## config.mk

```make
export PLATFORM = sky130hd
export DESIGN_NAME = crtm_front
export DESIGN_NICKNAME = d
export VERILOG_FILES = /design/src/hdl/assert_macros.svh /design/src/hdl/crtm_pkg.sv /design/src/hdl/crtm_front.sv
export SDC_FILE = /design/constraint.sdc
export NUM_CORES = 1
export LEC_CHECK = 0
export BUFFER_PORTS_ARGS = -buffer_cell sky130_fd_sc_hd__buf_2
export CORE_AREA = 5 5 60 62
export DETAILED_ROUTE_END_ITERATION = 6
export DIE_AREA = 0 0 65 67
export PLACE_DENSITY_LB_ADDON = 0.12
export SYNTH_ARGS = -nofsm -noshare
export SYNTH_HDL_FRONTEND = slang
export SYNTH_SLANG_ARGS = --single-unit
```

## constraint.sdc

```tcl
create_clock -name vclk -period 2.25
set_input_delay 0.225 -clock vclk [all_inputs]
set_output_delay 0.225 -clock vclk [all_outputs]
set_load 0.005 [all_outputs]
```

## src/hdl/assert_macros.svh

```systemverilog
// assertion helpers shared by the rtl
`ifndef ASSERT_MACROS_SVH
`define ASSERT_MACROS_SVH

`ifndef SYNTH

// property must hold at every edge outside reset
`define CRTM_ASSERT(lbl, clk, rst_n, prop, msg) \
    lbl: assert property (@(posedge clk) disable iff (!rst_n) prop) else $error(msg);

// condition must never be seen outside reset
`define CRTM_ASSERT_NEVER(lbl, clk, rst_n, cond, msg) \
    lbl: assert property (@(posedge clk) disable iff (!rst_n) !(cond)) else $error(msg);

`else

`define CRTM_ASSERT(lbl, clk, rst_n, prop, msg)
`define CRTM_ASSERT_NEVER(lbl, clk, rst_n, cond, msg)

`endif

`endif

```

## src/hdl/crtm_pkg.sv

```systemverilog
package crtm_pkg;

    // sizing defaults
    localparam int DEFAULT_MAX_RULES   = 64;
    localparam int DEFAULT_QUEUE_DEPTH = 4;

    // reset value of the default level, 1.0 in q16.16
    localparam logic [31:0] DEFAULT_LEVEL_RESET = 32'h0001_0000;

    // minute clamp and the star bound
    localparam logic [5:0] MINUTE_MAX = 6'd59;
    localparam logic [6:0] STAR       = 7'h7F;

    // command codes
    localparam logic [1:0] CMD_WRITE_RANGE = 2'd0;
    localparam logic [1:0] CMD_WRITE_VALUE = 2'd1;
    localparam logic [1:0] CMD_EVALUATE    = 2'd2;

    // range select codes
    localparam logic [2:0] SEL_MINUTE   = 3'd0;
    localparam logic [2:0] SEL_HOUR     = 3'd1;
    localparam logic [2:0] SEL_MONTHDAY = 3'd2;
    localparam logic [2:0] SEL_MONTH    = 3'd3;
    localparam logic [2:0] SEL_WEEKDAY  = 3'd4;

    // configuration register indexes
    localparam logic [0:0] CFG_RULE_COUNT    = 1'b0;
    localparam logic [0:0] CFG_DEFAULT_LEVEL = 1'b1;

    // classified operation kinds
    typedef enum logic [1:0] {
        OP_RANGE = 2'd0,
        OP_VALUE = 2'd1,
        OP_EVAL  = 2'd2
    } op_kind_t;

    // one classified request as it sits in the queue
    typedef struct packed {
        op_kind_t    kind;
        logic [2:0]  sel;
        logic [5:0]  idx;
        logic [6:0]  lo;
        logic [6:0]  hi;
        logic [31:0] value;
        logic        mark;
        logic [3:0]  month;
        logic [4:0]  day;
        logic [2:0]  weekday;
        logic [4:0]  hour;
        logic [5:0]  minute;
    } op_t;

    // back end status seen by the top level
    typedef struct packed {
        logic walking;
        logic out_load;
    } back_stat_t;

endpackage

```

## src/hdl/crtm_front.sv

```systemverilog
module crtm_front #(
    parameter int MAX_RULES = crtm_pkg::DEFAULT_MAX_RULES
) (
    input  logic                push,
    input  logic [1:0]          cmd,
    input  logic [5:0]          entry_index,
    input  logic [2:0]          range_select,
    input  logic signed [6:0]   range_lo,
    input  logic signed [6:0]   range_hi,
    input  logic signed [31:0]  rule_value,
    input  logic                group_last,
    input  logic [3:0]          time_month,
    input  logic [4:0]          time_day,
    input  logic [2:0]          time_weekday,
    input  logic [4:0]          time_hour,
    input  logic [5:0]          time_minute,
    input  logic                q_full,
    output logic                q_push,
    output crtm_pkg::op_t       q_din
);

    logic accept;
    logic idx_ok;
    logic keep;

    // a request is taken whenever the queue has room
    assign accept = push && !q_full;
    assign idx_ok = 32'(entry_index) < 32'(MAX_RULES);

    // classify: clamp the minute, drop writes off the table, unknown selects and unknown commands
    always_comb
    begin
        q_din         = '0;
        q_din.sel     = range_select;
        q_din.idx     = entry_index;
        q_din.lo      = range_lo;
        q_din.hi      = range_hi;
        q_din.value   = rule_value;
        q_din.mark    = group_last;
        q_din.month   = time_month;
        q_din.day     = time_day;
        q_din.weekday = time_weekday;
        q_din.hour    = time_hour;
        q_din.minute  = (time_minute > crtm_pkg::MINUTE_MAX) ? crtm_pkg::MINUTE_MAX
                                                             : time_minute;
        keep          = 1'b0;
        case (cmd)
            crtm_pkg::CMD_WRITE_RANGE:
            begin
                q_din.kind = crtm_pkg::OP_RANGE;
                keep       = idx_ok && (range_select <= crtm_pkg::SEL_WEEKDAY);
            end
            crtm_pkg::CMD_WRITE_VALUE:
            begin
                q_din.kind = crtm_pkg::OP_VALUE;
                keep       = idx_ok;
            end
            crtm_pkg::CMD_EVALUATE:
            begin
                q_din.kind = crtm_pkg::OP_EVAL;
                keep       = 1'b1;
            end
            default:
            begin
                q_din.kind = crtm_pkg::OP_EVAL;
                keep       = 1'b0;
            end
        endcase
    end

    assign q_push = accept && keep;

endmodule

```

==> impl_metrics.toml <==
[run_status]
outcome = "finished, final reports clean"

[placed_design]
dpl-instance-area_um2 = 286.5
port_buffers = 25
dpl.cell_count = 74
dpl.hpwl_um = 994.4
gp_congestion = 0.6087

[die]
die_w_um = 65
start_util_pct = 22.82
die-area_um2 = 4355
coreArea_um2 = 2978
die_h_um = 67
num_io_pins = 165
core.rowCount = 20

[logic_synthesis]
yosys-top-cells-area = "buf_4, ha_1, nor3b_1, nand2b_1, clkbuf_1"
synth.most_common_cell = "buf_4"
ys_seq_area_share_pct = 0
synth_top_area_share_pct = 80.66
syn-num-nets = 179
synth_common_cells = "buf_4, ha_1, clkbuf_1, inv_1"
postSynthAreaPerCell_um2 = 7.385
syn_area_um2 = 679.4
ys_warn_count = 0
synth_cells = 92
yosys.area.top_type = "buf_4"
yosysUniqueCellTypes = 11

[final_layout]
design_area_um2 = 286.5
antennaDiodeCount = 0
nNetsFinal = 130
syn2layout_area_growth_pct = -57.83
stdcell_count = 74
drive_gt1_share_pct = 60.98
seq_cell_count = 0
clock_buffers = 0
seq_area_um2 = 0

[routing]
postRouteAntennaNets = 0
viasPerCell = 3.811
drc = 0
drt_wl_total_um = 1138
drtIter0Drc = 3
post_drt_wl_per_cell_um = 15.38
via_count = 282
drt_first_pass_iters = 2

[global_routing]
track_usage_pct = 4.797
grt_max_degree = 5
grt_pass1_vias = 315
grt_overflow = 0
antenna_found_initial = 0
grt_pass1_wl_um = 1669

[worst_setup_path]
crit_path_top_delay_cell = "o31a_1"
cp_slowest_stage_delay_ns = 0.27
crit_fanout = 4
cp.required_ns = 2.03
crit_chain = "buf_2 > inv_1 > ha_1 > nor3b_1 > o31a_1 > buf_2"
worstPathArrival_ns = 1.13
crit_type = "in2out"
cp-endpoint = "q_push"
end_kind = "output pin"
path_common_cell = "buf_2"
crit_start = "cmd[0]"
critPathLaunchType = "input pin"

[sta]
fin_tns_setup_ns = 0
slew_viol_final = 0
setup-violations-final = 0
max_clock_freq_ghz = 0.7387
fin_crit_sh_pct = 60.17
whs_ns = 0.4500
worst_slew_pin_slew_ns = 0.1731
max_slew_margin_pct = 88.43
fin_crit_ns = 1.354
hold_viol = 0
rsz0062_at_grt = "no"

[cts]
cts_setup_buffers = 0
postCtsResizedCells = 0
cts_hold_buffers = 0

[flow_run]
maxCapViolCount = 0

[pwr]
p_leak_nw = 0.1651
p_per_area_nw_per_um2 = 136.7
ir_worst_vdd_v = 0.00001977

[worst_hold_path]
hp-class = "in2out"
## worst min path at each step
stage | startpoint | end | slack, ns | depth (start not counted)
finish | rule_value[17] | q_din[41] | 0.45 | 0
global placement | time_weekday[2] | q_din[13] | 0.45 | 0
CTS | time_weekday[2] | q_din[13] | 0.45 | 0
detailed placement | time_weekday[2] | q_din[13] | 0.45 | 0
floorplan | time_minute[2] | q_din[2] | 0.52 | 2
global route | range_hi[4] | q_din[60] | 0.45 | 0
## power by group
group          switching, mW  internal (mW)
Clock                      0              0
Combinational         0.0174         0.0218
Sequential                 0              0
## worst max-delay path: cells and delay by family
family	cells	cell delay (ns)
AOI/OAI and AO/OA	1	0.27
adders and majority gates	1	0.21
buffers and inverters	3	0.29
and+or+nand+nor	1	0.14
## through the flow
stage	utilization [%]	total power [mW]	setup slack, ns
after floorplan	-	0.1186	1.165
after detailed placement	9.622	0.04020	0.8825
after global routing	9.622	0.04562	0.8302
after CTS	9.622	0.04040	0.8833
after global placement	9.622	0.04139	0.8918
final	9.622	0.03916	0.8962
## cells by family (layout without fill, tap and decap cells)
| group | after synthesis | count (layout) | share of synthesized area, % |
|---|---|---|---|
| fa+ha+maj | 4 | 4 | 7.367 |
| buf+inv | 79 | 28 | 83.98 |
| compound gates | 2 | 2 | 2.211 |
| simple gates | 7 | 7 | 6.445 |
## layout make-up
type | instances | area (um2)
fill | 341 | 2691
inverter | 3 | 11.26
multi-input combinational | 13 | 108.9
tap | 33 | 41.29
timing repair buffer | 25 | 125.1
## layer usage
layer	track usage, %	part of all wire, %	up-vias
met5	0	0	-
met4	11.61	20	0
met3	3.204	20	36
met2	6.003	39	34
met1	2.579	20	107
li1	-	-	105
## placed cells by master (no fill, tap or decap)
cell type and n:
buf_2 25, ha_1 4, inv_1 3, nand2b_1 2, nor3b_1 2, a31oi_1 1
nand4_1 1, nor2b_1 1, o31a_1 1, nor2_1 1
Note: power is estimated with default switching activity, not from simulation.
