--- src/hdl/assert_macros.svh ---
// assertion helpers shared by the rtl
`ifndef ASSERT_MACROS_SVH
`define ASSERT_MACROS_SVH

`ifndef SYNTH

// property must hold at every edge outside reset
`define CRTM_ASSERT(lbl, clk, rst_n, prop, msg) \
    lbl: assert property (@(posedge clk) disable iff (!rst_n) prop) else $error(msg);

// condition must never be seen outside reset
`define CRTM_ASSERT_NEVER(lbl, clk, rst_n, cond, msg) \
    lbl: assert property (@(posedge clk) disable iff (!rst_n) !(cond)) else $error(msg);

`else

`define CRTM_ASSERT(lbl, clk, rst_n, prop, msg)
`define CRTM_ASSERT_NEVER(lbl, clk, rst_n, cond, msg)

`endif

`endif

--- src/hdl/crtm_pkg.sv ---
package crtm_pkg;

    // sizing defaults
    localparam int DEFAULT_MAX_RULES   = 64;
    localparam int DEFAULT_QUEUE_DEPTH = 4;

    // reset value of the default level, 1.0 in q16.16
    localparam logic [31:0] DEFAULT_LEVEL_RESET = 32'h0001_0000;

    // minute clamp and the star bound
    localparam logic [5:0] MINUTE_MAX = 6'd59;
    localparam logic [6:0] STAR       = 7'h7F;

    // command codes
    localparam logic [1:0] CMD_WRITE_RANGE = 2'd0;
    localparam logic [1:0] CMD_WRITE_VALUE = 2'd1;
    localparam logic [1:0] CMD_EVALUATE    = 2'd2;

    // range select codes
    localparam logic [2:0] SEL_MINUTE   = 3'd0;
    localparam logic [2:0] SEL_HOUR     = 3'd1;
    localparam logic [2:0] SEL_MONTHDAY = 3'd2;
    localparam logic [2:0] SEL_MONTH    = 3'd3;
    localparam logic [2:0] SEL_WEEKDAY  = 3'd4;

    // configuration register indexes
    localparam logic [0:0] CFG_RULE_COUNT    = 1'b0;
    localparam logic [0:0] CFG_DEFAULT_LEVEL = 1'b1;

    // classified operation kinds
    typedef enum logic [1:0] {
        OP_RANGE = 2'd0,
        OP_VALUE = 2'd1,
        OP_EVAL  = 2'd2
    } op_kind_t;

    // one classified request as it sits in the queue
    typedef struct packed {
        op_kind_t    kind;
        logic [2:0]  sel;
        logic [5:0]  idx;
        logic [6:0]  lo;
        logic [6:0]  hi;
        logic [31:0] value;
        logic        mark;
        logic [3:0]  month;
        logic [4:0]  day;
        logic [2:0]  weekday;
        logic [4:0]  hour;
        logic [5:0]  minute;
    } op_t;

    // back end status seen by the top level
    typedef struct packed {
        logic walking;
        logic out_load;
    } back_stat_t;

endpackage

--- src/hdl/crtm_queue.sv ---
module crtm_queue #(
    parameter int DEPTH = crtm_pkg::DEFAULT_QUEUE_DEPTH
) (
    input  logic          clk,
    input  logic          rst_n,
    input  logic          push,
    input  crtm_pkg::op_t din,
    output logic          full,
    input  logic          pop,
    output crtm_pkg::op_t dout,
    output logic          empty
);

    localparam int PTR_W = (DEPTH > 1) ? $clog2(DEPTH) : 1;
    localparam int CNT_W = $clog2(DEPTH + 1);

    crtm_pkg::op_t fifo_mem [DEPTH];

    logic [PTR_W-1:0] wr_ptr_reg, wr_ptr_next;
    logic [PTR_W-1:0] rd_ptr_reg, rd_ptr_next;
    logic [CNT_W-1:0] count_reg, count_next;
    logic             do_push;
    logic             do_pop;

    assign full    = (count_reg == CNT_W'(DEPTH));
    assign empty   = (count_reg == '0);
    assign do_push = push && !full;
    assign do_pop  = pop && !empty;
    assign dout    = fifo_mem[rd_ptr_reg];

    // pointer and fill count update
    always_comb
    begin
        wr_ptr_next = wr_ptr_reg;
        rd_ptr_next = rd_ptr_reg;
        count_next  = count_reg;
        if (do_push)
        begin
            wr_ptr_next = (wr_ptr_reg == PTR_W'(DEPTH - 1)) ? '0 : wr_ptr_reg + 1'b1;
        end
        if (do_pop)
        begin
            rd_ptr_next = (rd_ptr_reg == PTR_W'(DEPTH - 1)) ? '0 : rd_ptr_reg + 1'b1;
        end
        if (do_push && !do_pop)
        begin
            count_next = count_reg + 1'b1;
        end
        else if (do_pop && !do_push)
        begin
            count_next = count_reg - 1'b1;
        end
    end

    always_ff @(posedge clk or negedge rst_n)
    begin
        if (!rst_n)
        begin
            wr_ptr_reg <= '0;
            rd_ptr_reg <= '0;
            count_reg  <= '0;
        end
        else
        begin
            wr_ptr_reg <= wr_ptr_next;
            rd_ptr_reg <= rd_ptr_next;
            count_reg  <= count_next;
        end
    end

    // storage
    always_ff @(posedge clk)
    begin
        if (do_push)
        begin
            fifo_mem[wr_ptr_reg] <= din;
        end
    end

endmodule

--- config.mk ---
export PLATFORM = sky130hd
export DESIGN_NAME = crtm_queue
export DESIGN_NICKNAME = d
export VERILOG_FILES = /design/src/hdl/assert_macros.svh /design/src/hdl/crtm_pkg.sv /design/src/hdl/crtm_queue.sv
export SDC_FILE = /design/constraint.sdc
export NUM_CORES = 1
export LEC_CHECK = 0
export ABC_AREA = 1
export BUFFER_PORTS_ARGS = -buffer_cell sky130_fd_sc_hd__buf_2
export CAP_MARGIN = 20
export CELL_PAD_IN_SITES_DETAIL_PLACEMENT = 1
export CELL_PAD_IN_SITES_GLOBAL_PLACEMENT = 2
export CORE_MARGIN = 2
export CORE_UTILIZATION = 40
export CTS_CLUSTER_DIAMETER = 80
export DETAILED_ROUTE_END_ITERATION = 10
export PLACE_DENSITY = 0.89
export REMOVE_ABC_BUFFERS = 1
export SYNTH_ARGS = -nofsm -noshare
export SYNTH_HDL_FRONTEND = slang
export SYNTH_SLANG_ARGS = --single-unit
--- constraint.sdc ---
create_clock -name clk -period 5.1 [get_ports clk]
set_input_delay 0 -clock clk [delete_from_list [all_inputs] [get_ports clk]]
set_output_delay 0 -clock clk [all_outputs]
set_load 0.1 [all_outputs]
==> flow_results.xml <==
<?xml version="1.0" encoding="UTF-8"?>
<metrics>
  <group name="floorplanning">
    <metric name="core_area" unit="sq mm">0.0353</metric>
    <metric name="floorplan.die.width" unit="um">193</metric>
    <metric name="initial_core_util" unit="">0.403</metric>
    <metric name="floorplan.die.height" unit="um">193</metric>
    <metric name="pin_count" unit="">168</metric>
    <metric name="num_rows" unit="">69</metric>
    <metric name="die_area" unit="sq mm">0.0371</metric>
  </group>
  <group name="placed_design">
    <metric name="post-place-cells" unit="">1593</metric>
    <metric name="pre_cts_slack" unit="ns">2.32</metric>
    <metric name="io_buffers" unit="">167</metric>
    <metric name="post-dp-hpwl" unit="um">19600</metric>
    <metric name="globalplace.congestion" unit="">0.688</metric>
  </group>
  <group name="clock_network">
    <metric name="cts_tree" unit="">built</metric>
    <metric name="cts-buffers-inserted" unit="">36</metric>
    <metric name="ctsRootBufferMaster" unit="">sky130_fd_sc_hd__clkbuf_16</metric>
    <metric name="cts-resized-gates" unit="">0</metric>
    <metric name="worst_skew_pair.late_latency" unit="ns">0.51</metric>
    <metric name="clock_input_transition_at_the_sequential_cells_of_the_worst_setup_and_hold_paths" unit="ns">0.06</metric>
    <metric name="buffer_count_from_post_cts_setup_fixing" unit="">0</metric>
    <metric name="htreeDepth" unit="">2</metric>
    <metric name="clockBufferDepth" unit="">3</metric>
    <metric name="clock-sinks" unit="">331</metric>
    <metric name="post_cts_hold_buffer_count" unit="">85</metric>
  </group>
  <group name="timing">
    <metric name="report.final.slew_viol_count" unit="">0</metric>
    <metric name="rsz_0062_raised_after_global_routing" unit="">false</metric>
    <metric name="final.min_clock_period" unit="ns">3.27</metric>
    <metric name="worst_hold_slack" unit="ns">0.244</metric>
    <metric name="fin_crit_sh" unit="">0.641</metric>
    <metric name="worst_slew_margin_rel" unit="">0.265</metric>
    <metric name="achievable-frequency" unit="GHz">0.306</metric>
    <metric name="final-hold-violation-count" unit="">0</metric>
    <metric name="finClkSkew" unit="ns">0.0192</metric>
    <metric name="setup_ws" unit="ns">1.83</metric>
    <metric name="tightest_slew" unit="ns">1.10</metric>
    <metric name="finalSetupViolations" unit="">0</metric>
  </group>
  <group name="critical_path">
    <metric name="endpoint_kind" unit="">output port</metric>
    <metric name="rrSetupSlack" unit="ns">2.96</metric>
    <metric name="timing.setup.critical_path_class" unit="">flop to output port</metric>
    <metric name="crit_required" unit="ns">5.10</metric>
    <metric name="timing.critical_path.fanout_max" unit="">61</metric>
    <metric name="cp_arrival" unit="ns">3.27</metric>
    <metric name="r2r_start" unit="">count_reg[0]</metric>
    <metric name="reg2reg_to" unit="">fifo_mem[3][37]</metric>
    <metric name="startpoint_type" unit="">flop</metric>
    <metric name="reg2regPathDepth" unit="">5</metric>
  </group>
  <group name="route">
    <metric name="post_dr_vias_cell" unit="">4.79</metric>
    <metric name="route.final.wire_length" unit="um">31800</metric>
    <metric name="first_pass_iters" unit="">4</metric>
    <metric name="drc" unit="">0</metric>
    <metric name="ant_nets" unit="">0</metric>
    <metric name="drt_first_iter_violations" unit="">418</metric>
    <metric name="num_vias" unit="">8343</metric>
    <metric name="dr_wl_cell" unit="um">18.2</metric>
  </group>
  <group name="yosys">
    <metric name="avgSynthCellArea" unit="sq um">14.2</metric>
    <metric name="synth_top_cell_by_area" unit="">sky130_fd_sc_hd__edfxtp_1</metric>
    <metric name="synth.top_cells.by_area" unit="">sky130_fd_sc_hd__edfxtp_1 68%, sky130_fd_sc_hd__o211ai_2 11%, sky130_fd_sc_hd__nand2_1 5.2%</metric>
    <metric name="yosysTopAreaCellShare" unit="">0.683</metric>
    <metric name="ys_seq_area_frac" unit="">0.696</metric>
    <metric name="yosys.cell_types.count" unit="">20</metric>
    <metric name="ys_ff_latch" unit="">331</metric>
    <metric name="syn-instance-count" unit="">1005</metric>
    <metric name="yosys_warnings" unit="">0</metric>
    <metric name="mapped_area" unit="sq mm">0.0142</metric>
  </group>
  <group name="min_path">
    <metric name="min_delay_worst_endpoint" unit="">fifo_mem[3][72]</metric>
    <metric name="hold_class" unit="">primary input to flop</metric>
    <metric name="min_delay_path_depth" unit="">2</metric>
    <metric name="timing.hold.worst.start" unit="">din[72]</metric>
  </group>
  <group name="job">
    <metric name="max_cap_violations" unit="">0</metric>
  </group>
  <group name="run_status">
    <metric name="run_status" unit="">finished clean</metric>
  </group>
  <group name="cells_and_area">
    <metric name="ff_latch_area" unit="sq mm">0.00991</metric>
    <metric name="drive_above_1_share" unit="">0.330</metric>
    <metric name="fin_cells" unit="">1742</metric>
    <metric name="finish.utilization" unit="">0.488</metric>
    <metric name="nFillCells" unit="">3578</metric>
    <metric name="num-nets-final" unit="">1347</metric>
    <metric name="multiInputGateArea" unit="sq mm">0.00317</metric>
    <metric name="max_ffs_per_register" unit="">324</metric>
    <metric name="areaGrowthSynthToFinish" unit="%">20.9</metric>
  </group>
  <group name="global_route">
    <metric name="number_of_global_route_vias_before_repair" unit="">8999</metric>
    <metric name="global_route.usage.met2" unit="">0.300</metric>
    <metric name="grt-busiest-layer" unit="">met2</metric>
    <metric name="globalRouteOverflowTotal" unit="">0</metric>
    <metric name="antenna_found_initial" unit="">2</metric>
    <metric name="grt_first_pass_wirelength" unit="um">49100</metric>
    <metric name="track_usage" unit="">0.173</metric>
    <metric name="grt_max_degree" unit="">123</metric>
    <metric name="grt_use_met3" unit="">0.0367</metric>
    <metric name="met1_usage" unit="">0.224</metric>
  </group>
</metrics>
## worst max path at each step
stage | startpoint | slack (ns) | endpoint | depth (start not counted)
after floorplan | rd_ptr_reg[0] | -3.96 | dout[52] | 2
after global placement | rd_ptr_reg[1] | 2.34 | dout[6] | 5
after detailed placement | rd_ptr_reg[1] | 2.32 | dout[12] | 5
after CTS | rd_ptr_reg[1] | 1.73 | dout[42] | 5
after global routing | rd_ptr_reg[1] | 1.66 | dout[42] | 5
final | rd_ptr_reg[1] | 1.83 | dout[0] | 5
## placed cells by master, fill, tap and decap left out, types with 4 or more instances in the layout
cell / synthesis / routed
sky130_fd_sc_hd__buf_2: 29 / 167
sky130_fd_sc_hd__nand2_1: 198 / 198
sky130_fd_sc_hd__dfrtp_1: 7 / 5
sky130_fd_sc_hd__nand3_1: 7 / 7
sky130_fd_sc_hd__nand2_2: 60 / 60
sky130_fd_sc_hd__edfxtp_1: 324 / 324
sky130_fd_sc_hd__nor2_4: 0 / 4
sky130_fd_sc_hd__clkinv_1: 0 / 7
sky130_fd_sc_hd__ha_1: 6 / 6
sky130_fd_sc_hd__inv_1: 173 / 172
sky130_fd_sc_hd__buf_4: 1 / 11
sky130_fd_sc_hd__inv_2: 5 / 5
sky130_fd_sc_hd__clkbuf_1: 0 / 12
sky130_fd_sc_hd__o211ai_2: 127 / 127
sky130_fd_sc_hd__dlygate4sd3_1: 0 / 85
sky130_fd_sc_hd__o211ai_1: 35 / 35
sky130_fd_sc_hd__clkbuf_16: 0 / 37
## synth_stat cells (all sizes together)
cell / count
nand4: 1
edfxtp: 324
xnor2: 1
nand2: 258
dfrtp: 7
nand3: 7
inv: 178
o211ai: 162
ha: 6
fa: 1
nor2: 6
o21ai: 1
buf: 53
## cell type report
class	count	area share
diodes	2	0.000291
clock inverters	12	0.00480
flip-flops and latches	331	0.576
clock buffers	50	0.0572
inverters	178	0.0390
repair buffers	265	0.105
well taps	461	0.0335
multi-input cells	443	0.184
## routing by layer
layer / vias to the layer above / share of wire
li1: 3994 / -
met4: 0 / 0.012
met1: 4155 / 0.44
met2: 165 / 0.50
met3: 29 / 0.053
met5: - / 0
## kinds of logic after synthesis
logic type | share of synthesized area
AO/OA/AOI/OAI | 0.130
AND/OR/NAND/NOR | 0.0830
flip-flops | 0.696
XOR/XNOR | 0.000615
adder cells (fa/ha/maj) | 0.00668
buffers and inverters | 0.0837
## per-stage QoR
stage | setup TNS, ns | cell area, sq um
global route | 0 | 17200
CTS | 0 | 17200
finish | 0 | 17200
global placement | 0 | 15300
detailed placement | 0 | 15300
floorplan | -316.07 | 13700
## critical path, cell delays in order, from the launching register on
cell	delay, ns
sky130_fd_sc_hd__dfrtp_4	0.67
sky130_fd_sc_hd__inv_4	0.88
sky130_fd_sc_hd__buf_4	0.50
sky130_fd_sc_hd__o211ai_2	0.14
sky130_fd_sc_hd__nand2_1	0.10
sky130_fd_sc_hd__buf_2	0.43
Power is left out: the tool's default activity adds up to more than one toggle a clock period on the data nets, which glitch-free logic cannot reach.
